$ cat src/rtl/arbw_pkg.sv
`timescale 1ns / 1ps
// ----------------------------------------------------------------------------
// Adaptive Rice bit writer package
// Shared types, codes and constants for the command front end, the job
// queue and the bit packer.
// ----------------------------------------------------------------------------
package arbw_pkg;

   // Defaults for the top-level parameters
   localparam int DEF_NUM_CONTEXTS = 16;
   localparam int DEF_MAX_PREFIX   = 255;

   // Field widths
   localparam int K_W    = 4;   // adaptive k
   localparam int ONES_W = 9;   // unary prefix length, covers the largest prefix limit
   localparam int TAIL_W = 17;  // terminator plus up to 16 suffix bits
   localparam int TLEN_W = 5;   // tail length 0..17

   localparam logic [K_W-1:0]    K_MAX        = 4'd15;
   localparam logic [K_W-1:0]    INIT_K_RESET = 4'd2;
   localparam logic [TLEN_W-1:0] RAW_MAX      = 5'd16;

   // Configuration port
   localparam int CSR_ADDR_W = 3;
   localparam int CSR_DATA_W = 32;
   localparam logic CSR_IDX_INITIAL_K = 1'b0;

   // Command codes
   typedef enum logic [2:0] {
      OP_RAW          = 3'd0,
      OP_RICE         = 3'd1,
      OP_RICE_SIGNED  = 3'd2,
      OP_ADAPT        = 3'd3,
      OP_ADAPT_SIGNED = 3'd4,
      OP_FLUSH        = 3'd5
   } op_type;

   // Job kinds handed from front to back
   typedef enum logic [1:0] {
      JOB_BITS  = 2'd0,
      JOB_FLUSH = 2'd1,
      JOB_ERROR = 2'd2
   } job_kind_type;

   // One queued job: a run of ones followed by a left-aligned tail
   typedef struct packed {
      job_kind_type      kind;
      logic [ONES_W-1:0] ones;
      logic [TAIL_W-1:0] tail;
      logic [TLEN_W-1:0] tlen;
   } job_type;

   // Configuration update toward the front end
   typedef struct packed {
      logic           load;
      logic [K_W-1:0] k;
   } cfg_type;

endpackage

$ cat src/rtl/arbw_front.sv
`timescale 1ns / 1ps
// ----------------------------------------------------------------------------
// Command front end
// Accepts a command, looks up the context k, computes the Rice quotient,
// checks the prefix limit, updates the context table and queues a bit job.
// ----------------------------------------------------------------------------
module arbw_front
   import arbw_pkg::*;
#(
   parameter int NUM_CONTEXTS = DEF_NUM_CONTEXTS,
   parameter int MAX_PREFIX   = DEF_MAX_PREFIX
) (
   input  logic              clock,
   input  logic              reset,
   input  cfg_type           cfg,
   input  logic              req_valid,
   output logic              req_ready,
   input  logic [2:0]        req_op,
   input  logic signed [16:0] req_value,
   input  logic [4:0]        req_nbits,
   input  logic [3:0]        req_context_req,
   output logic              job_valid,
   input  logic              job_ready,
   output job_type           job_data
);

   localparam int CTX_W = (NUM_CONTEXTS > 1) ? $clog2(NUM_CONTEXTS) : 1;

   typedef enum logic [1:0] {
      FS_IDLE = 2'b01,
      FS_CALC = 2'b10
   } fstate_type;

   fstate_type          state_ff, state_in;
   logic [2:0]          op_ff, op_in;
   logic [16:0]         value_ff, value_in;
   logic [TLEN_W-1:0]   nb_ff, nb_in;
   logic [CTX_W-1:0]    idx_ff, idx_in;
   logic [CTX_W-1:0]    idx_sel;
   logic [K_W-1:0]      k_mem_ff [NUM_CONTEXTS];
   logic [NUM_CONTEXTS-1:0] kval_ff;
   logic [K_W-1:0]      krd_ff;
   logic                kvrd_ff;
   logic                accept;
   logic                k_wr;

   logic                is_signed;
   logic                is_adapt;
   logic [17:0]         zz;
   logic [16:0]         u;
   logic [K_W-1:0]      k_ctx;
   logic [TLEN_W-1:0]   k_use;
   logic [16:0]         q;
   logic                err;
   logic [3:0]          lg;
   logic [4:0]          k_sum;
   logic [K_W-1:0]      k_new;
   logic [16:0]         k_mask;
   logic [16:0]         nb_mask;
   logic [16:0]         raw_bits;

   // Clamp the context index to the table
   always_comb begin
      if (int'(req_context_req) >= NUM_CONTEXTS) begin
         idx_sel = CTX_W'(NUM_CONTEXTS - 1);
      end else begin
         idx_sel = CTX_W'(req_context_req);
      end
   end

   assign accept = req_valid && req_ready;

   // Decode the held command and compute the code
   always_comb begin
      is_signed = (op_type'(op_ff) == OP_RICE_SIGNED) || (op_type'(op_ff) == OP_ADAPT_SIGNED);
      is_adapt  = (op_type'(op_ff) == OP_ADAPT) || (op_type'(op_ff) == OP_ADAPT_SIGNED);
      zz        = {value_ff, 1'b0} ^ {18{value_ff[16]}};
      u         = is_signed ? zz[16:0] : {1'b0, value_ff[15:0]};
      k_ctx     = kvrd_ff ? krd_ff : cfg.k;
      k_use     = is_adapt ? {1'b0, k_ctx} : nb_ff;
      q         = u >> k_use;
      err       = q > 17'(MAX_PREFIX);
      // floor(log2 q) over the prefix range
      lg = 4'd0;
      for (int i = 0; i < ONES_W; i++) begin
         if (q[i]) begin
            lg = 4'(i);
         end
      end
      k_sum = {1'b0, k_ctx} + {1'b0, lg};
      if (q == 17'd0) begin
         k_new = (k_ctx == 4'd0) ? 4'd0 : k_ctx - 4'd1;
      end else if (q == 17'd1) begin
         k_new = k_ctx;
      end else begin
         k_new = (k_sum > {1'b0, K_MAX}) ? K_MAX : k_sum[K_W-1:0];
      end
      k_mask   = 17'((18'd1 << k_use) - 18'd1);
      nb_mask  = 17'((18'd1 << nb_ff) - 18'd1);
      raw_bits = {1'b0, value_ff[15:0]} & nb_mask;
   end

   // Build the job for the back end
   always_comb begin
      job_valid     = 1'b0;
      job_data.kind = JOB_BITS;
      job_data.ones = '0;
      job_data.tail = '0;
      job_data.tlen = '0;
      if (state_ff == FS_CALC) begin
         unique case (op_type'(op_ff)) inside
            OP_RAW: begin
               job_valid     = 1'b1;
               job_data.tail = raw_bits << (5'd17 - nb_ff);
               job_data.tlen = nb_ff;
            end
            OP_RICE, OP_RICE_SIGNED, OP_ADAPT, OP_ADAPT_SIGNED: begin
               job_valid = 1'b1;
               if (err) begin
                  job_data.kind = JOB_ERROR;
               end else begin
                  job_data.ones = q[ONES_W-1:0];
                  job_data.tail = (u & k_mask) << (5'd16 - k_use);
                  job_data.tlen = k_use + 5'd1;
               end
            end
            OP_FLUSH: begin
               job_valid     = 1'b1;
               job_data.kind = JOB_FLUSH;
            end
            default: begin
               job_valid = 1'b0;
            end
         endcase
      end
   end

   assign k_wr = (state_ff == FS_CALC) && job_ready && is_adapt && !err;

   // Sequence: take a command, then finish it once the queue takes its job
   always_comb begin
      state_in  = state_ff;
      op_in     = op_ff;
      value_in  = value_ff;
      nb_in     = nb_ff;
      idx_in    = idx_ff;
      req_ready = 1'b0;
      unique case (state_ff)
         FS_IDLE: begin
            req_ready = 1'b1;
            if (req_valid) begin
               op_in    = req_op;
               value_in = req_value;
               nb_in    = (req_nbits > RAW_MAX) ? RAW_MAX : req_nbits;
               idx_in   = idx_sel;
               state_in = FS_CALC;
            end
         end
         FS_CALC: begin
            if (!job_valid || job_ready) begin
               state_in = FS_IDLE;
            end
         end
         default: begin
            state_in = FS_IDLE;
         end
      endcase
   end

   // Control state
   always_ff @(posedge clock) begin
      if (reset) begin
         state_ff <= FS_IDLE;
      end else begin
         state_ff <= state_in;
      end
   end

   // Command hold registers
   always_ff @(posedge clock) begin
      op_ff    <= op_in;
      value_ff <= value_in;
      nb_ff    <= nb_in;
      idx_ff   <= idx_in;
   end

   // Context table: registered read on accept, write after the code is known
   always_ff @(posedge clock) begin
      if (accept) begin
         krd_ff  <= k_mem_ff[idx_sel];
         kvrd_ff <= kval_ff[idx_sel];
      end
      if (k_wr) begin
         k_mem_ff[idx_ff] <= k_new;
      end
   end

   // Valid bits: an entry not yet written reads as the initial k
   always_ff @(posedge clock) begin
      if (reset || cfg.load) begin
         kval_ff <= '0;
      end else if (k_wr) begin
         kval_ff[idx_ff] <= 1'b1;
      end
   end

endmodule

$ cat src/rtl/arbw_queue.sv
`timescale 1ns / 1ps
// ----------------------------------------------------------------------------
// Job queue
// Two-entry queue of bit jobs between the front end and the bit packer.
// ----------------------------------------------------------------------------
module arbw_queue
   import arbw_pkg::*;
(
   input  logic    clock,
   input  logic    reset,
   input  logic    push_valid,
   output logic    push_ready,
   input  job_type push_data,
   output logic    pop_valid,
   input  logic    pop_ready,
   output job_type pop_data
);

   job_type    ent_ff [2];
   logic       wr_ptr_ff, wr_ptr_in;
   logic       rd_ptr_ff, rd_ptr_in;
   logic [1:0] cnt_ff, cnt_in;
   logic       push;
   logic       pop;

   assign push_ready = (cnt_ff != 2'd2);
   assign pop_valid  = (cnt_ff != 2'd0);
   assign pop_data   = ent_ff[rd_ptr_ff];
   assign push       = push_valid && push_ready;
   assign pop        = pop_valid && pop_ready;

   // Advance pointers and occupancy
   always_comb begin
      wr_ptr_in = push ? ~wr_ptr_ff : wr_ptr_ff;
      rd_ptr_in = pop ? ~rd_ptr_ff : rd_ptr_ff;
      cnt_in    = cnt_ff + {1'b0, push} - {1'b0, pop};
   end

   always_ff @(posedge clock) begin
      if (reset) begin
         wr_ptr_ff <= 1'b0;
         rd_ptr_ff <= 1'b0;
         cnt_ff    <= 2'd0;
      end else begin
         wr_ptr_ff <= wr_ptr_in;
         rd_ptr_ff <= rd_ptr_in;
         cnt_ff    <= cnt_in;
      end
   end

   // Store the incoming job
   always_ff @(posedge clock) begin
      if (push) begin
         ent_ff[wr_ptr_ff] <= push_data;
      end
   end

endmodule

$ cat src/rtl/arbw_back.sv
`timescale 1ns / 1ps
// ----------------------------------------------------------------------------
// Bit packer
// Appends each job's ones and tail to the pending bits, one chunk a cycle
// unless a full byte waits, and hands completed bytes to the output register.
// ----------------------------------------------------------------------------
module arbw_back
   import arbw_pkg::*;
(
   input  logic       clock,
   input  logic       reset,
   input  logic       pop_valid,
   output logic       pop_ready,
   input  job_type    pop_data,
   output logic       rsp_valid,
   input  logic       rsp_ready,
   output logic [7:0] rsp_out_byte,
   output logic       rsp_status,
   output logic       rsp_last
);

   typedef enum logic [1:0] {
      BS_LOAD = 2'b01,
      BS_RUN  = 2'b10
   } bstate_type;

   bstate_type        state_ff, state_in;
   job_kind_type      kind_ff, kind_in;
   logic [ONES_W-1:0] ones_ff, ones_in;
   logic [TAIL_W-1:0] tail_ff, tail_in;
   logic [TLEN_W-1:0] tlen_ff, tlen_in;
   logic [6:0]        pend_ff, pend_in;
   logic [2:0]        pcnt_ff, pcnt_in;
   logic              rsp_valid_ff, rsp_valid_in;
   logic [7:0]        byte_ff, byte_in;
   logic              status_ff, status_in;
   logic              last_ff, last_in;

   logic              out_free;
   logic [3:0]        need;
   logic              use_ones;
   logic [3:0]        n;
   logic [7:0]        chunk;
   logic [7:0]        acc;
   logic [3:0]        sum;
   logic [ONES_W-1:0] ones_nx;
   logic [TAIL_W-1:0] tail_nx;
   logic [TLEN_W-1:0] tlen_nx;
   logic [9:0]        rem_nx;
   logic              emit;

   assign out_free     = !rsp_valid_ff || rsp_ready;
   assign rsp_valid    = rsp_valid_ff;
   assign rsp_out_byte = byte_ff;
   assign rsp_status   = status_ff;
   assign rsp_last     = last_ff;

   // Size the next chunk: up to the byte boundary or the segment end
   always_comb begin
      need     = 4'd8 - {1'b0, pcnt_ff};
      use_ones = (ones_ff != '0);
      if (use_ones) begin
         n     = (ones_ff < ONES_W'(need)) ? ones_ff[3:0] : need;
         chunk = 8'((9'd1 << n) - 9'd1);
      end else begin
         n     = (tlen_ff < TLEN_W'(need)) ? tlen_ff[3:0] : need;
         chunk = tail_ff[TAIL_W-1 -: 8] >> (4'd8 - n);
      end
      acc     = ({1'b0, pend_ff} << n) | chunk;
      sum     = {1'b0, pcnt_ff} + n;
      ones_nx = use_ones ? ones_ff - ONES_W'(n) : ones_ff;
      tail_nx = use_ones ? tail_ff : tail_ff << n;
      tlen_nx = use_ones ? tlen_ff : tlen_ff - TLEN_W'(n);
      rem_nx  = 10'(ones_nx) + 10'(tlen_nx);
   end

   // Load jobs and run them
   always_comb begin
      state_in  = state_ff;
      kind_in   = kind_ff;
      ones_in   = ones_ff;
      tail_in   = tail_ff;
      tlen_in   = tlen_ff;
      pend_in   = pend_ff;
      pcnt_in   = pcnt_ff;
      byte_in   = byte_ff;
      status_in = status_ff;
      last_in   = last_ff;
      emit      = 1'b0;
      pop_ready = 1'b0;
      unique case (state_ff)
         BS_LOAD: begin
            pop_ready = 1'b1;
            if (pop_valid) begin
               kind_in  = pop_data.kind;
               ones_in  = pop_data.ones;
               tail_in  = pop_data.tail;
               tlen_in  = pop_data.tlen;
               state_in = BS_RUN;
            end
         end
         BS_RUN: begin
            unique case (kind_ff)
               JOB_ERROR: begin
                  if (out_free) begin
                     emit      = 1'b1;
                     byte_in   = 8'd0;
                     status_in = 1'b1;
                     last_in   = 1'b1;
                     state_in  = BS_LOAD;
                  end
               end
               JOB_FLUSH: begin
                  if (pcnt_ff == 3'd0) begin
                     state_in = BS_LOAD;
                  end else if (out_free) begin
                     emit      = 1'b1;
                     byte_in   = {1'b0, pend_ff} << (4'd8 - {1'b0, pcnt_ff});
                     status_in = 1'b0;
                     last_in   = 1'b1;
                     pend_in   = '0;
                     pcnt_in   = '0;
                     state_in  = BS_LOAD;
                  end
               end
               JOB_BITS: begin
                  // Hold while a completed byte has nowhere to go
                  if (!(sum == 4'd8) || out_free) begin
                     ones_in = ones_nx;
                     tail_in = tail_nx;
                     tlen_in = tlen_nx;
                     if (sum == 4'd8) begin
                        emit      = 1'b1;
                        byte_in   = acc;
                        status_in = 1'b0;
                        last_in   = (rem_nx < 10'd8);
                        pend_in   = '0;
                        pcnt_in   = '0;
                     end else begin
                        pend_in = acc[6:0];
                        pcnt_in = sum[2:0];
                     end
                     if (rem_nx == 10'd0) begin
                        state_in = BS_LOAD;
                     end
                  end
               end
               default: begin
                  state_in = BS_LOAD;
               end
            endcase
         end
         default: begin
            state_in = BS_LOAD;
         end
      endcase
      rsp_valid_in = emit ? 1'b1 : (rsp_ready ? 1'b0 : rsp_valid_ff);
   end

   // Control state
   always_ff @(posedge clock) begin
      if (reset) begin
         state_ff     <= BS_LOAD;
         pend_ff      <= '0;
         pcnt_ff      <= '0;
         rsp_valid_ff <= 1'b0;
      end else begin
         state_ff     <= state_in;
         pend_ff      <= pend_in;
         pcnt_ff      <= pcnt_in;
         rsp_valid_ff <= rsp_valid_in;
      end
   end

   // Job and output payload
   always_ff @(posedge clock) begin
      kind_ff   <= kind_in;
      ones_ff   <= ones_in;
      tail_ff   <= tail_in;
      tlen_ff   <= tlen_in;
      byte_ff   <= byte_in;
      status_ff <= status_in;
      last_ff   <= last_in;
   end

endmodule

$ cat src/rtl/adaptive_rice_bit_writer.sv
`timescale 1ns / 1ps
// ----------------------------------------------------------------------------
// Adaptive Rice bit writer
// Packs raw bits and fixed or adaptive Rice codes MSB first into bytes.
// ----------------------------------------------------------------------------
// The front end accepts a command and reads its context k in the idle state,
// then sets up the code in the calculate state until the two-entry queue takes
// the bit job, so it takes no new command before the last job is queued. The
// bit packer loads a job in its load state and then packs one chunk a cycle,
// where a chunk ends at a byte boundary or at the end of the ones run or the
// tail, so long unary prefixes hold the input back once the queue fills.
// Errors and flushes go through the load and run states of the packer.
// Completed bytes sit in an output register, so the packer keeps going while a
// byte waits and stalls only when the next byte completes before the waiting
// one is taken. There is no clearing pass: the context table uses valid
// bits, cleared at reset and on every write of initial_k (register 0, byte
// address 0).
// ----------------------------------------------------------------------------
module adaptive_rice_bit_writer
   import arbw_pkg::*;
#(
   parameter int NUM_CONTEXTS = DEF_NUM_CONTEXTS,
   parameter int MAX_PREFIX   = DEF_MAX_PREFIX
) (
   input  logic                  clock,
   input  logic                  reset,
   input  logic                  req_valid,
   output logic                  req_ready,
   input  logic [2:0]            req_op,
   input  logic signed [16:0]    req_value,
   input  logic [4:0]            req_nbits,
   input  logic [3:0]            req_context_req,
   output logic                  rsp_valid,
   input  logic                  rsp_ready,
   output logic [7:0]            rsp_out_byte,
   output logic                  rsp_status,
   output logic                  rsp_last,
   input  logic                  csr_psel,
   input  logic                  csr_penable,
   input  logic                  csr_pwrite,
   input  logic [CSR_ADDR_W-1:0] csr_paddr,
   input  logic [CSR_DATA_W-1:0] csr_pwdata,
   output logic [CSR_DATA_W-1:0] csr_prdata,
   output logic                  csr_pready
);

   logic [K_W-1:0] init_k_ff, init_k_in;
   cfg_type        cfg;
   logic           job_valid;
   logic           job_ready;
   job_type        job_data;
   logic           pop_valid;
   logic           pop_ready;
   job_type        pop_data;

   assign csr_pready = 1'b1;

   // Register decode
   always_comb begin
      cfg.load   = csr_psel && csr_penable && csr_pwrite && csr_pready &&
                   (csr_paddr[2] == CSR_IDX_INITIAL_K);
      init_k_in  = cfg.load ? csr_pwdata[K_W-1:0] : init_k_ff;
      cfg.k      = init_k_ff;
      csr_prdata = (csr_paddr[2] == CSR_IDX_INITIAL_K) ?
                   CSR_DATA_W'(init_k_ff) : '0;
   end

   always_ff @(posedge clock) begin
      if (reset) begin
         init_k_ff <= INIT_K_RESET;
      end else begin
         init_k_ff <= init_k_in;
      end
   end

   arbw_front #(
      .NUM_CONTEXTS (NUM_CONTEXTS),
      .MAX_PREFIX   (MAX_PREFIX)
   ) u_front (
      .clock           (clock),
      .reset           (reset),
      .cfg             (cfg),
      .req_valid       (req_valid),
      .req_ready       (req_ready),
      .req_op          (req_op),
      .req_value       (req_value),
      .req_nbits       (req_nbits),
      .req_context_req (req_context_req),
      .job_valid       (job_valid),
      .job_ready       (job_ready),
      .job_data        (job_data)
   );

   arbw_queue u_queue (
      .clock      (clock),
      .reset      (reset),
      .push_valid (job_valid),
      .push_ready (job_ready),
      .push_data  (job_data),
      .pop_valid  (pop_valid),
      .pop_ready  (pop_ready),
      .pop_data   (pop_data)
   );

   arbw_back u_back (
      .clock        (clock),
      .reset        (reset),
      .pop_valid    (pop_valid),
      .pop_ready    (pop_ready),
      .pop_data     (pop_data),
      .rsp_valid    (rsp_valid),
      .rsp_ready    (rsp_ready),
      .rsp_out_byte (rsp_out_byte),
      .rsp_status   (rsp_status),
      .rsp_last     (rsp_last)
   );

endmodule
$ cat config.mk
export PLATFORM = sky130hd
export DESIGN_NAME = adaptive_rice_bit_writer
export DESIGN_NICKNAME = d
export VERILOG_FILES = /design/src/rtl/arbw_pkg.sv /design/src/rtl/arbw_front.sv /design/src/rtl/arbw_queue.sv /design/src/rtl/arbw_back.sv /design/src/rtl/adaptive_rice_bit_writer.sv
export SDC_FILE = /design/constraint.sdc
export NUM_CORES = 1
export LEC_CHECK = 0
export BUFFER_PORTS_ARGS = -buffer_cell sky130_fd_sc_hd__buf_2
export CAP_MARGIN = 20
export CORE_UTILIZATION = 35
export CTS_CLUSTER_DIAMETER = 120
export DETAILED_ROUTE_END_ITERATION = 6
export GPL_TIMING_DRIVEN = 0
export SKIP_LAST_GASP = 1
export SLEW_MARGIN = 25
export SYNTH_ARGS = -nofsm -noshare
export SYNTH_HDL_FRONTEND = slang
export SYNTH_HIERARCHICAL = 1
export SYNTH_SLANG_ARGS = --single-unit
$ cat constraint.sdc
create_clock -name clock -period 6.8 [get_ports clock]
set_input_delay 1.02 -clock clock [delete_from_list [all_inputs] [get_ports clock]]
set_output_delay 1.02 -clock clock [all_outputs]
set_load 0.02 [all_outputs]
==> summary.txt, run 1 <==
Detailed routing
  • Final antenna-violating net count: 0
  • DRT Wirelength: between 50,000 and 60,000 um
  • Via count: between 10k and 15k
  • Routed vias/inst: between 5 and 6
  • Drt first-iter violations: ~1.4k
  • DRC Markers: 0
  • First drt pass iteration count: 5
  • WL per Instance: approximately 20 um

Timing
  • Max-slew violation count: 0
  • Final min period: ~6.5 ns
  • # setup viols final: 0
  • Fin. Hold Viols: 0
  • Worst-Margin Slew: 1.14 ns
  • Slew margin rel.: a little under a quarter
  • Tcrit/Tclk final: between 90% and 100%
  • Fmax: around 150 MHz
  • Layout Skew: about 0.032 ns

Floorplanning
  • Initial core utilization: a little over a third
  • Site Rows: between 80 and 90
  • # IOs: ~120
  • Core ar.: between 0.05 and 0.06 mm^2
  • Die ar.: ~0.052 mm^2
  • Die X: between 200 and 250 um
  • Die Ht: between 200 and 250 um

Power
  • P_sw: between 2 and 3 mW
  • Clock power share: between 20% and 30%
  • Comb pwr share: 43.1%
  • Reg power frac: approximately 33%
  • Internal: 3.91 mW
  • Worst vdd ir: approximately 0.00023 V
  • Switching Fraction: 39.1%
  • Leakage: 7.25 nW
  • PD cells: ~320 mW/mm^2

Clock network
  • H-tree levels: 1
  • Clock Latency Late Sink: a little under 0.6 ns
  • CTS tree: built
  • CTS root buffer: clkbuf_16
  • Max Buffers Root-to-Sink: 3
  • CTS Buf Count: 29
  • Clock slew at reported path FFs: 0.07 ns
  • CTS Sinks: roughly 250

Worst setup path
  • R2r startpoint: u_back/pcnt_ff[0]
  • Setup Crit Path Kind: flop to flop
  • Cell family with most CP delay: compound AO/OA/AOI/OAI gates
  • Critical path's most frequent cell: ha_1
  • Worst EP required: about 7.3 ns
  • Crit Path Max Fanout: 10
  • Slowest cell delay on critical path: between 0.4 and 0.5 ns
  • Startpoint Class: flop
  • Arrival time at the worst endpoint: approximately 7 ns
  • Critical path buffers and inverters: 6
  • CP endpoint kind: flop
  • Worst Setup SP: u_back/pcnt_ff[0]
  • Slowest CP cell: maj3_1

Final layout
  • Area occupied by registers: 0.00702 mm^2
  • Multi-input logic area: 0.00992 mm^2
  • Layout cells sized above 1: 19.7%
  • Antenna diode count: 0
  • Post-route cell area: approximately 0.020 mm^2
  • Layout area overhead: 13.6%
  • Fillers: between 4k and 5k
  • Fin util: between 40% and 50%
  • Fin nets: around 2.0k

Logic synthesis
  • Mapped Avg Cell Area: between 9 and 10 um^2
  • Post-Syn Instances: approximately 1.8k
  • Distinct cell type count after synthesis: around 120
  • Post-synth EDFFs: about 210
  • Post-synthesis sequential area ratio: about two fifths
  • Cell area after synthesis: between 0.015 and 0.02 mm^2
  • Async SR Flop Fraction: 0%
  • Primary FF master, synth: edfxtp_1
  • Seq cells post-synth: 247
  • YS warnings: 6

Placement
  • DPL Wire Length: ~40,000 um
  • Routability congestion estimate: ~0.94
  • Placed Area: roughly 0.019 mm^2
  • IO Port Bufs: 56

Global route
  • Vias in the first global route: ~14k
  • GRT Util Overall: between 20 and 25%
  • Gr ovfl total: 0
  • Initial antenna violation count: 0
  • Largest net degree at the start of global routing: 30
  • First-pass GRT wire length: 81,600 um

Worst hold path
  • Hold WC Path Type: flop to flop
  • Worst hold path startpoint: u_front/kval_ff[13]

Job
  • Maximum capacitance violations: 0

Outcome
  • Status: finished, final reports clean
==> per-layer routing <==
| metal | vias to the layer above | GRT usage, % | part of all wire [%] |
|---|---|---|---|
| met3 | 133 | 2.35 | 5.8 |
| met2 | 591 | 33.4 | 46 |
| li1 | 6924 | - | - |
| met1 | 7188 | 26.7 | 43 |
| met4 | 0 | 9.48 | 4.7 |
| met5 | - | 0 | 0 |
==> worst reg2reg max path: stages (launching register included) <==
cell and delay [ns]:
dfxtp_1 0.33, buf_2 0.23, inv_1 0.16, ha_4 0.38
inv_1 0.19, ha_1 0.36, a221oi_4 0.36, o211ai_4 0.17
a32oi_4 0.37, nand2_1 0.14, buf_2 0.24, clkbuf_4 0.24
clkbuf_4 0.26, xnor2_1 0.18, ha_1 0.26, a41oi_2 0.10
maj3_1 0.41, o21ai_0 0.23, xnor2_1 0.17, ha_1 0.32
nor3b_1 0.25, nor2b_1 0.17, nor2_1 0.04, o211ai_1 0.26
a41oi_2 0.25, mux2_1 0.36
==> layout make-up <==
type                       count  area share [%]
buffer                       143            3.92
clock buffer                  40            4.16
clock inverter                14           0.633
inverter                      61            1.15
multi-input combinational   1351            49.2
sequential                   247            34.8
tap                          672            4.17
timing repair buffer          65            1.97
==> power by group through the flow <==
stage          Clock [mW]  Combinational (mW)  Sequential (mW)
2_1_floorplan           0                1.98             2.08
3_3_place_gp            0                2.61             2.14
3_5_place_dp            0                2.68             2.13
4_1_cts              1.59                2.72             2.10
5_1_grt              1.64                3.02             2.12
6_report             1.55                2.77             2.11
==> cell families (layout without fill, tap and decap cells) <==
group | count (synthesis) | in the layout | share of synthesized area (%)
buf+inv | 207 | 323 | 5.77
other cells | 3 | 30 | 0.0634
flops | 247 | 247 | 39.5
fa+ha+maj | 47 | 47 | 3.38
mux | 188 | 188 | 14.3
simple gates | 598 | 598 | 16.9
xor+xnor | 56 | 56 | 2.97
compound gates | 432 | 432 | 17.1
==> state kept, by name (all words and copies together), names as in the netlist, 5 cells and up, named ones only <==
signal               count
u_front/nb_ff            5
u_back/pend_ff           7
u_queue/ent_ff          66
u_back/tail_ff          17
u_back/ones_ff           9
u_front/k_mem_ff        64
u_back/tlen_ff           5
u_back/rsp_out_byte      8
u_front/kval_ff         16
u_front/value_ff        17
==> Yosys cell counts (13+ instances only) <==
library cell	n	area (um^2)
buf_6	13	146
a31oi_1	16	100
o21ai_0	88	440
o22ai_1	24	150
nor2b_1	22	138
buf_4	31	233
inv_1	52	195
a22oi_1	14	105
xor2_1	26	228
xnor2_1	28	245
mux2_2	27	304
ha_1	42	526
clkbuf_1	65	244
a211oi_1	20	150
nand2b_1	24	150
o32ai_1	14	123
or2_2	17	106
a21oi_1	83	415
mux4_2	37	833
nand3_1	56	280
nor2_1	165	619
dfxtp_1	40	801
nand2_1	142	533
edfxtp_1	207	6220
mux2_4	31	465
buf_2	27	135
mux2i_1	89	891
nor3_1	70	350
==> path summary, 6_finish.rpt <==
check                   endpoint  slack, ns  depth (start not counted)
min reg2reg  u_front/kval_ff[13]       0.45                          2
max reg2reg   u_back/state_ff[1]       0.25                         25
min          u_front/kval_ff[13]       0.45                          2
max           u_back/state_ff[1]       0.25                         25
==> what timing repair did <==
action,in CTS,in global routing
cloned,0,0
setup endpoints to repair,57,3
resized for setup,7,8
buffers inserted,1,4
hold buffers,0,0
pin swaps,0,3
==> through the flow <==
step           setup slack (ns)  std cells  TNS, ns  hold WS [ns]  total power [mW]
4_1_cts                  0.0330       2589        0         0.448              6.42
5_1_grt                 -0.0430       2593  -0.0430         0.468              6.78
6_report                  0.255       2593        0         0.447              6.43
2_1_floorplan             0.374       1805        0         0.420              4.07
3_3_place_gp              -1.37       2533   -43.98         0.434              4.75
3_5_place_dp              -1.42       2537   -32.89         0.440              4.81
==> placed cells by master, fill, tap and decap left out, drive strengths merged, types with 27 or more instances in the layout <==
cell      n
a21oi    89
nand3    58
mux2i    89
ha       42
inv      63
mux2     62
clkbuf  104
o21ai   100
xnor2    29
nand2   144
buf     144
nor3     74
nor2    167
conb     30
mux4     37
xor2     27
dfxtp    40
edfxtp  207
(Power assumes the default switching activity.)
==> run 2, diff against run 1 <==
--- a/config.mk
+++ b/config.mk
@@ -7,6 +7,7 @@
 export LEC_CHECK = 0
 export BUFFER_PORTS_ARGS = -buffer_cell sky130_fd_sc_hd__buf_2
 export CAP_MARGIN = 20
+export CORE_MARGIN = 3
 export CORE_UTILIZATION = 35
 export CTS_CLUSTER_DIAMETER = 120
 export DETAILED_ROUTE_END_ITERATION = 6
==> run 2 against run 1 <==
Compared with the run above:
- largest power group unchanged
- the run now ends with DRC left
- global-route usage decreased by 1.3 points
- power decreased by 1.6%
- first-iteration DRC count increased by 1.3%
- sequential power about the same
- combinational power about the same
- critical path type unchanged
- clock skew increased by 0.0080 ns
- non-clock buffer count unchanged
- critical endpoint unchanged
==> summary.txt, run 2 (same netlist as run 1, synthesis figures left out) <==
Timing
  • Final min period: 6.49 ns (-0.0506 ns)
  • # setup viols final: 0 (unchanged)
  • Hold WS: 0.454 ns (+0.00678 ns)
  • Layout Skew: 0.0396 ns (+0.00800 ns)
  • Worst-Margin Slew: 1.06 ns (-0.0810 ns)
  • Fmax: 154 MHz (+0.78%)
  • Fin. Hold Viols: 0 (unchanged)
  • Tcrit/Tclk final: 95.5% (-0.74 points)
  • Max-slew violation count: 0 (unchanged)
  • RSZ-0062 raised after global routing: false
  • Slew margin rel.: 27.3% (+4.1 points)

Worst hold path
  • Hold WC Path Type: flop to flop

Worst setup path
  • Arrival time at the worst endpoint: 6.94 ns (-0.06 ns)
  • Startpoint Class: flop
  • Worst EP required: 7.24 ns (-0.02 ns)
  • Crit Path Max Fanout: 10 (unchanged)
  • CP endpoint kind: flop
  • Cell family with most CP delay: compound AO/OA/AOI/OAI gates
  • Slowest CP cell: maj3_1
  • Setup Crit Path Kind: flop to flop
  • Slowest cell delay on critical path: 0.42 ns (about the same)
  • Critical path buffers and inverters: 6 (unchanged)

Floorplanning
  • Die ar.: 0.0535 mm^2 (+3.6%)
  • Initial core utilization: 35.8% (+0.36 points)
  • Die X: 231 um (+1.8%)
  • Site Rows: 81 (-1.2%)
  • Die Ht: 231 um (+1.8%)
  • Core ar.: 0.0496 mm^2 (-1.0%)
  • # IOs: 116 (unchanged)

Power
  • P_sw: 2.48 mW (-1.3%)
  • Comb pwr share: 43.6% (+0.5 points)
  • Reg power frac: 33.2% (+0.4 points)
  • Worst vdd ir: 0.000186 V (-18%)
  • Switching Fraction: 39.2% (+0.10 points)
  • Clock power share: 23.2% (-0.9 points)
  • PD cells: 315 mW/mm^2 (-1.3%)
  • Internal: 3.84 mW (-1.7%)
  • Leakage: 7.21 nW (-0.54%)

Final layout
  • Max FFs per register: 66 (unchanged)
  • Fin nets: 2,012 (-0.050%)
  • Most common cell after layout, fill and taps aside: edfxtp_1
  • Leading cell types in the layout, fill and taps excluded: edfxtp_1 (207), nor2_1 (164), nand2_1 (142)
  • Post-route cell area: 0.0201 mm^2 (-0.29%)
  • Layout cells sized above 1: 19.8% (+0.10 points)
  • Antenna diode count: 0 (unchanged)
  • Top reg by flops: u_queue/ent_ff
  • Top Registers: u_queue/ent_ff (66), u_front/k_mem_ff (64)
  • Layout area overhead: 13.3%

Detailed routing
  • WL per Instance: 20.1 um (-1.1%)
  • Drt first-iter violations: 1,413 (+1.3%)
  • DRC Markers: 1 (+1)
  • Routed vias/inst: 5.73 (+0.15%)
  • Final antenna-violating net count: 0 (unchanged)
  • First drt pass iteration count: 7 (+2)
  • DRT Wirelength: 51,900 um (-1.6%)
  • Via count: 14.8k (-0.35%)

Clock network
  • CTS Buf Count: 28 (-3.4%)
  • Post-cts hold buffer count: 0 (unchanged)
  • Clock slew at reported path FFs: 0.06 ns (about the same)
  • Max Buffers Root-to-Sink: 3 (unchanged)
  • CTS tree: built
  • H-tree levels: 1 (unchanged)
  • CTS Sinks: 247 (unchanged)
  • Clock Latency Late Sink: 0.59 ns (about the same)
  • CTS root buffer: clkbuf_16

Global route
  • Initial antenna violation count: 0 (unchanged)
  • Gr ovfl total: 0 (unchanged)
  • Largest net degree at the start of global routing: 30 (unchanged)
  • GRT Util Overall: 19.0% (-1.3 points)
  • First-pass GRT wire length: 81,700 um (about the same)
  • Vias in the first global route: 14.2k (-1.2%)

Outcome
  • Status: finished, violations left
  • Failing checks: DRC

Placement
  • Placed Area: 0.0191 mm^2 (about the same)
  • DPL Wire Length: 39,800 um (-1.3%)
  • IO Port Bufs: 56 (unchanged)
  • Routability congestion estimate: 0.972 (+3.1%)

Job
  • Maximum capacitance violations: 0 (unchanged)
run 2: cell count changes in the layout (fill, tap and decap cells not counted), sizes merged:
cell	previous run	this run
clkinv	9	10
inv	63	62
bufinv	1	2
clkbuf	104	96
buf	144	143
clkinvlp	2	5
run 2: per-layer routing:
layer	routed length [um]	share of wire, %	vias to the layer above	track usage [%]
met2	24400	47	638	31.1
met5	0	0	-	0
met1	22500	43	7124	26.4
li1	-	-	6919	-
met3	3400	6.6	103	2.30
met4	1530	2.9	0	5.71
run 2: timing repair:
item,in CTS,in global routing
buffers inserted,0,5
endpoints found under the setup margin,55,3
pin swaps,0,2
hold endpoints to repair,0,0
gates resized for setup,7,9
run 2: cell type report:
type	count	area (um^2)
clock buffer	31	712
sequential	247	7020
clock inverter	18	189
fill	4809	29500
multi-input combinational	1351	9930
inverter	61	231
buffer	143	793
timing repair buffer	65	404
tap	664	831
run 2: final timing paths:
path / slack (ns) / depth (start not counted) / startpoint / endpoint
worst max-delay path: 0.31 / 25 / u_back/pcnt_ff[0] / u_back/state_ff[1]
worst min-delay path: 0.45 / 2 / u_front/kval_ff[8] / u_front/kval_ff[8]
worst max register to register: 0.31 / 25 / u_back/pcnt_ff[0] / u_back/state_ff[1]
worst min register to register: 0.45 / 2 / u_front/kval_ff[8] / u_front/kval_ff[8]
run 2: power by group through the flow:
stage	registers, mW	logic [mW]	clock network, mW
finish	2.10	2.76	1.47
CTS	2.10	2.70	1.51
global route	2.12	3.01	1.58
detailed placement	2.13	2.67	0
floorplan	2.08	1.98	0
global placement	2.13	2.60	0
run 2: metrics by stage:
| stage | setup TNS [ns] | cells | power [mW] | setup slack [ns] | util, % |
|---|---|---|---|---|---|
| global route | 0 | 2580 | 6.71 | 0.0174 | 40.6 |
| finish | 0 | 2580 | 6.32 | 0.305 | 40.6 |
| detailed placement | -19.98 | 2529 | 4.79 | -1.27 | 38.5 |
| floorplan | 0 | 1805 | 4.07 | 0.374 | - |
| global placement | -38.07 | 2525 | 4.73 | -1.25 | 38.3 |
| CTS | 0 | 2575 | 6.31 | 0.0362 | 40.4 |
run 2: worst min-delay path, delay by kind of cell (launching register included):
kind	cells	cell delay, ns
flip-flops	1	0.32
AO/OA/AOI/OAI	1	0.05
AND/OR/NAND/NOR	1	0.04
==> run 3, diff against run 2 <==
--- a/config.mk
+++ b/config.mk
@@ -8,7 +8,7 @@
 export BUFFER_PORTS_ARGS = -buffer_cell sky130_fd_sc_hd__buf_2
 export CAP_MARGIN = 20
 export CORE_MARGIN = 3
-export CORE_UTILIZATION = 35
+export CORE_UTILIZATION = 42
 export CTS_CLUSTER_DIAMETER = 120
 export DETAILED_ROUTE_END_ITERATION = 6
 export GPL_TIMING_DRIVEN = 0
==> run 3 against run 2 <==
Compared with the run above:
- the flow now finishes without violations
- via count shrank 0.73%
- utilization increased by 8.0 points
- critical path depth did not move
- first-iteration DRC count increased by 11%
- hold slack worse by 0.0053 ns
- count of clock-buffer cells in the layout grew 2
- register-to-register slack improved by 0.10 ns
- power increased by 2.6%
- critical path type unchanged
- largest cell class unchanged
==> summary.txt, run 3 (same netlist as run 1, synthesis figures left out) <==
Detailed routing
  • Max layer used: met4
  • First drt pass iteration count: 6 (-1)
  • Via count: 14.7k (-0.73%)
  • Met2 Wirelength: 24,000 um (-1.9%)
  • Routed met3 length: 3550 um (+4.3%)
  • Drt first-iter violations: 1,573 (+11%)
  • DRC Markers: 0 (-1)
  • WL per Instance: 21.2 um (+5.2%)
  • DRT Wirelength: 51,900 um (about the same)
  • Wire length on met1: 22,400 um (-0.47%)
  • Routed vias/inst: 5.99 (+4.5%)
  • Final antenna-violating net count: 0 (unchanged)

Timing
  • RSZ-0062 raised after global routing: false
  • Fmax: 156 MHz (+1.6%)
  • # setup viols final: 0 (unchanged)
  • Tcrit/Tclk final: 94.0% (-1.5 points)
  • Final setup margin: 0.407 ns (+0.102 ns)
  • Final min period: 6.39 ns (-0.102 ns)
  • Layout Skew: 0.0205 ns (-0.0191 ns)
  • Slew margin rel.: 28.1% (+0.79 points)
  • Fin. Hold Viols: 0 (unchanged)
  • Worst-Margin Slew: 1.07 ns (+0.0120 ns)
  • Max-slew violation count: 0 (unchanged)

Placement
  • Routability congestion estimate: 0.979 (+0.69%)
  • Placed Instances: 2,397 (-5.2%)
  • Placement Setup Slack: -1.29 ns (-0.0240 ns)
  • IO Port Bufs: 56 (unchanged)
  • DPL Wire Length: 39,700 um (-0.16%)

Worst setup path
  • CP endpoint kind: flop
  • Critical path buffers and inverters: 6 (unchanged)
  • Critical path's most frequent cell: ha_1
  • Startpoint Class: flop
  • Worst EP required: 7.27 ns (+0.03 ns)
  • Slowest CP cell: a221oi_4
  • Arrival time at the worst endpoint: 6.86 ns (-0.08 ns)
  • Setup Crit Path Kind: flop to flop
  • Slowest cell delay on critical path: 0.41 ns (about the same)
  • Crit Path Max Fanout: 10 (unchanged)
  • Cell family with most CP delay: compound AO/OA/AOI/OAI gates

Global route
  • Initial antenna violation count: 0 (unchanged)
  • Gr ovfl total: 0 (unchanged)
  • Largest net degree at the start of global routing: 29 (-3.3%)
  • GRT Util Overall: 22.5% (+3.5 points)
  • Vias in the first global route: 14.1k (-0.73%)
  • First-pass GRT wire length: 80,400 um (-1.6%)

Power
  • Worst vdd ir: 0.000212 V (+14%)
  • Leakage: 7.26 nW (+0.67%)
  • Switching Fraction: 38.6% (-0.65 points)
  • PD cells: 324 mW/mm^2 (+3.0%)
  • Total chip power: 6.49 mW (+2.6%)
  • P_sw: 2.51 mW (+0.94%)
  • Reg power frac: 32.4% (-0.8 points)
  • Comb pwr share: 42.8% (-0.8 points)
  • Clock power share: 24.8% (+1.6 points)
  • Internal: 3.99 mW (+3.7%)

Clock network
  • CTS Buf Count: 29 (+3.6%)
  • Post-cts hold buffer count: 0 (unchanged)
  • CTS Sinks: 247 (unchanged)
  • Clock slew at reported path FFs: 0.06 ns (about the same)
  • CTS root buffer: clkbuf_16
  • Clock Latency Late Sink: 0.58 ns (about the same)
  • Max Buffers Root-to-Sink: 3 (unchanged)
  • CTS tree: built
  • H-tree levels: 1 (unchanged)

Outcome
  • Status: finished, final reports clean

Final layout
  • Fillers: 3,874 (-19%)
  • Most common cell after layout, fill and taps aside: edfxtp_1
  • Top Registers: u_queue/ent_ff (66), u_front/k_mem_ff (64)
  • Fin nets: 2,012 (unchanged)
  • Leading cell types in the layout, fill and taps excluded: edfxtp_1 (207), nor2_1 (164), nand2_1 (142)
  • Final Non-Filler Cells: 2,451 (-5.0%)
  • Max FFs per register: 66 (unchanged)
  • Antenna diode count: 0 (unchanged)
  • Layout area overhead: 12.9%
  • Top reg by flops: u_queue/ent_ff
  • Layout cells sized above 1: 19.9% (+0.073 points)

Floorplanning
  • Die X: 212 um (-8.5%)
  • Die Ht: 212 um (-8.5%)
  • Site Rows: 74 (-8.6%)
  • Core ar.: 0.0413 mm^2 (-17%)
  • Die ar.: 0.0448 mm^2 (-16%)
  • Initial core utilization: 43.0% (+7.2 points)
  • # IOs: 116 (unchanged)

Job
  • Maximum capacitance violations: 0 (unchanged)

Worst hold path
  • Hold WC Path Type: flop to flop
[run 3: timing repair]
item,CTS,global route
buffers inserted,0,4
endpoints found under the setup margin,56,12
pin swaps,0,3
endpoints found under the hold margin,0,0
gates resized for setup,9,10
[run 3: cell type report]
type                    instances  area [um^2]  area share [%]
multi-input cells            1351         9950            49.7
clock inverters                20          253            1.26
repair buffers                 64          389            1.94
clock buffers                  33          741            3.70
flip-flops and latches        247         7020            35.0
well taps                     532          666            3.32
plain buffers                 143          792            3.95
inverters                      61          234            1.17
[run 3: worst paths after layout]
path,endpoint,start,cells past startpoint,slack (ns)
setup / recovery,u_back/state_ff[1],u_back/pcnt_ff[0],25,0.41
hold / removal,u_front/kval_ff[7],u_front/kval_ff[7],2,0.45
setup reg to reg,u_back/state_ff[1],u_back/pcnt_ff[0],25,0.41
hold reg to reg,u_front/kval_ff[7],u_front/kval_ff[7],2,0.45
[run 3: worst min-delay path, stage by stage, from the launching register on]
cell     delay [ns]
dfxtp_1        0.31
nand2_1        0.05
o21ai_1        0.05
[run 3: metrics by stage]
step / util [%] / hold WS, ns / cell area (um^2) / TNS [ns]
after floorplan: - / 0.420 / 17900 / 0
after global placement: 45.5 / 0.433 / 18800 / -42.57
after detailed placement: 45.8 / 0.442 / 18900 / -29.10
after CTS: 48.3 / 0.451 / 20000 / 0
after global routing: 48.5 / 0.485 / 20000 / 0
final: 48.5 / 0.449 / 20000 / 0
[run 3: routing by layer]
layer	up-vias	track usage (%)
li1	6916	-
met4	0	7.94
met2	618	37.4
met1	7009	30.3
met3	133	3.01
met5	-	0
[run 3: power groups by stage]
stage / sequential [mW] / combinational, mW / clock (mW)
after global routing: 2.12 / 3.02 / 1.72
after CTS: 2.10 / 2.72 / 1.65
final: 2.10 / 2.78 / 1.61
after floorplan: 2.08 / 1.98 / 0
after global placement: 2.13 / 2.62 / 0
after detailed placement: 2.13 / 2.69 / 0
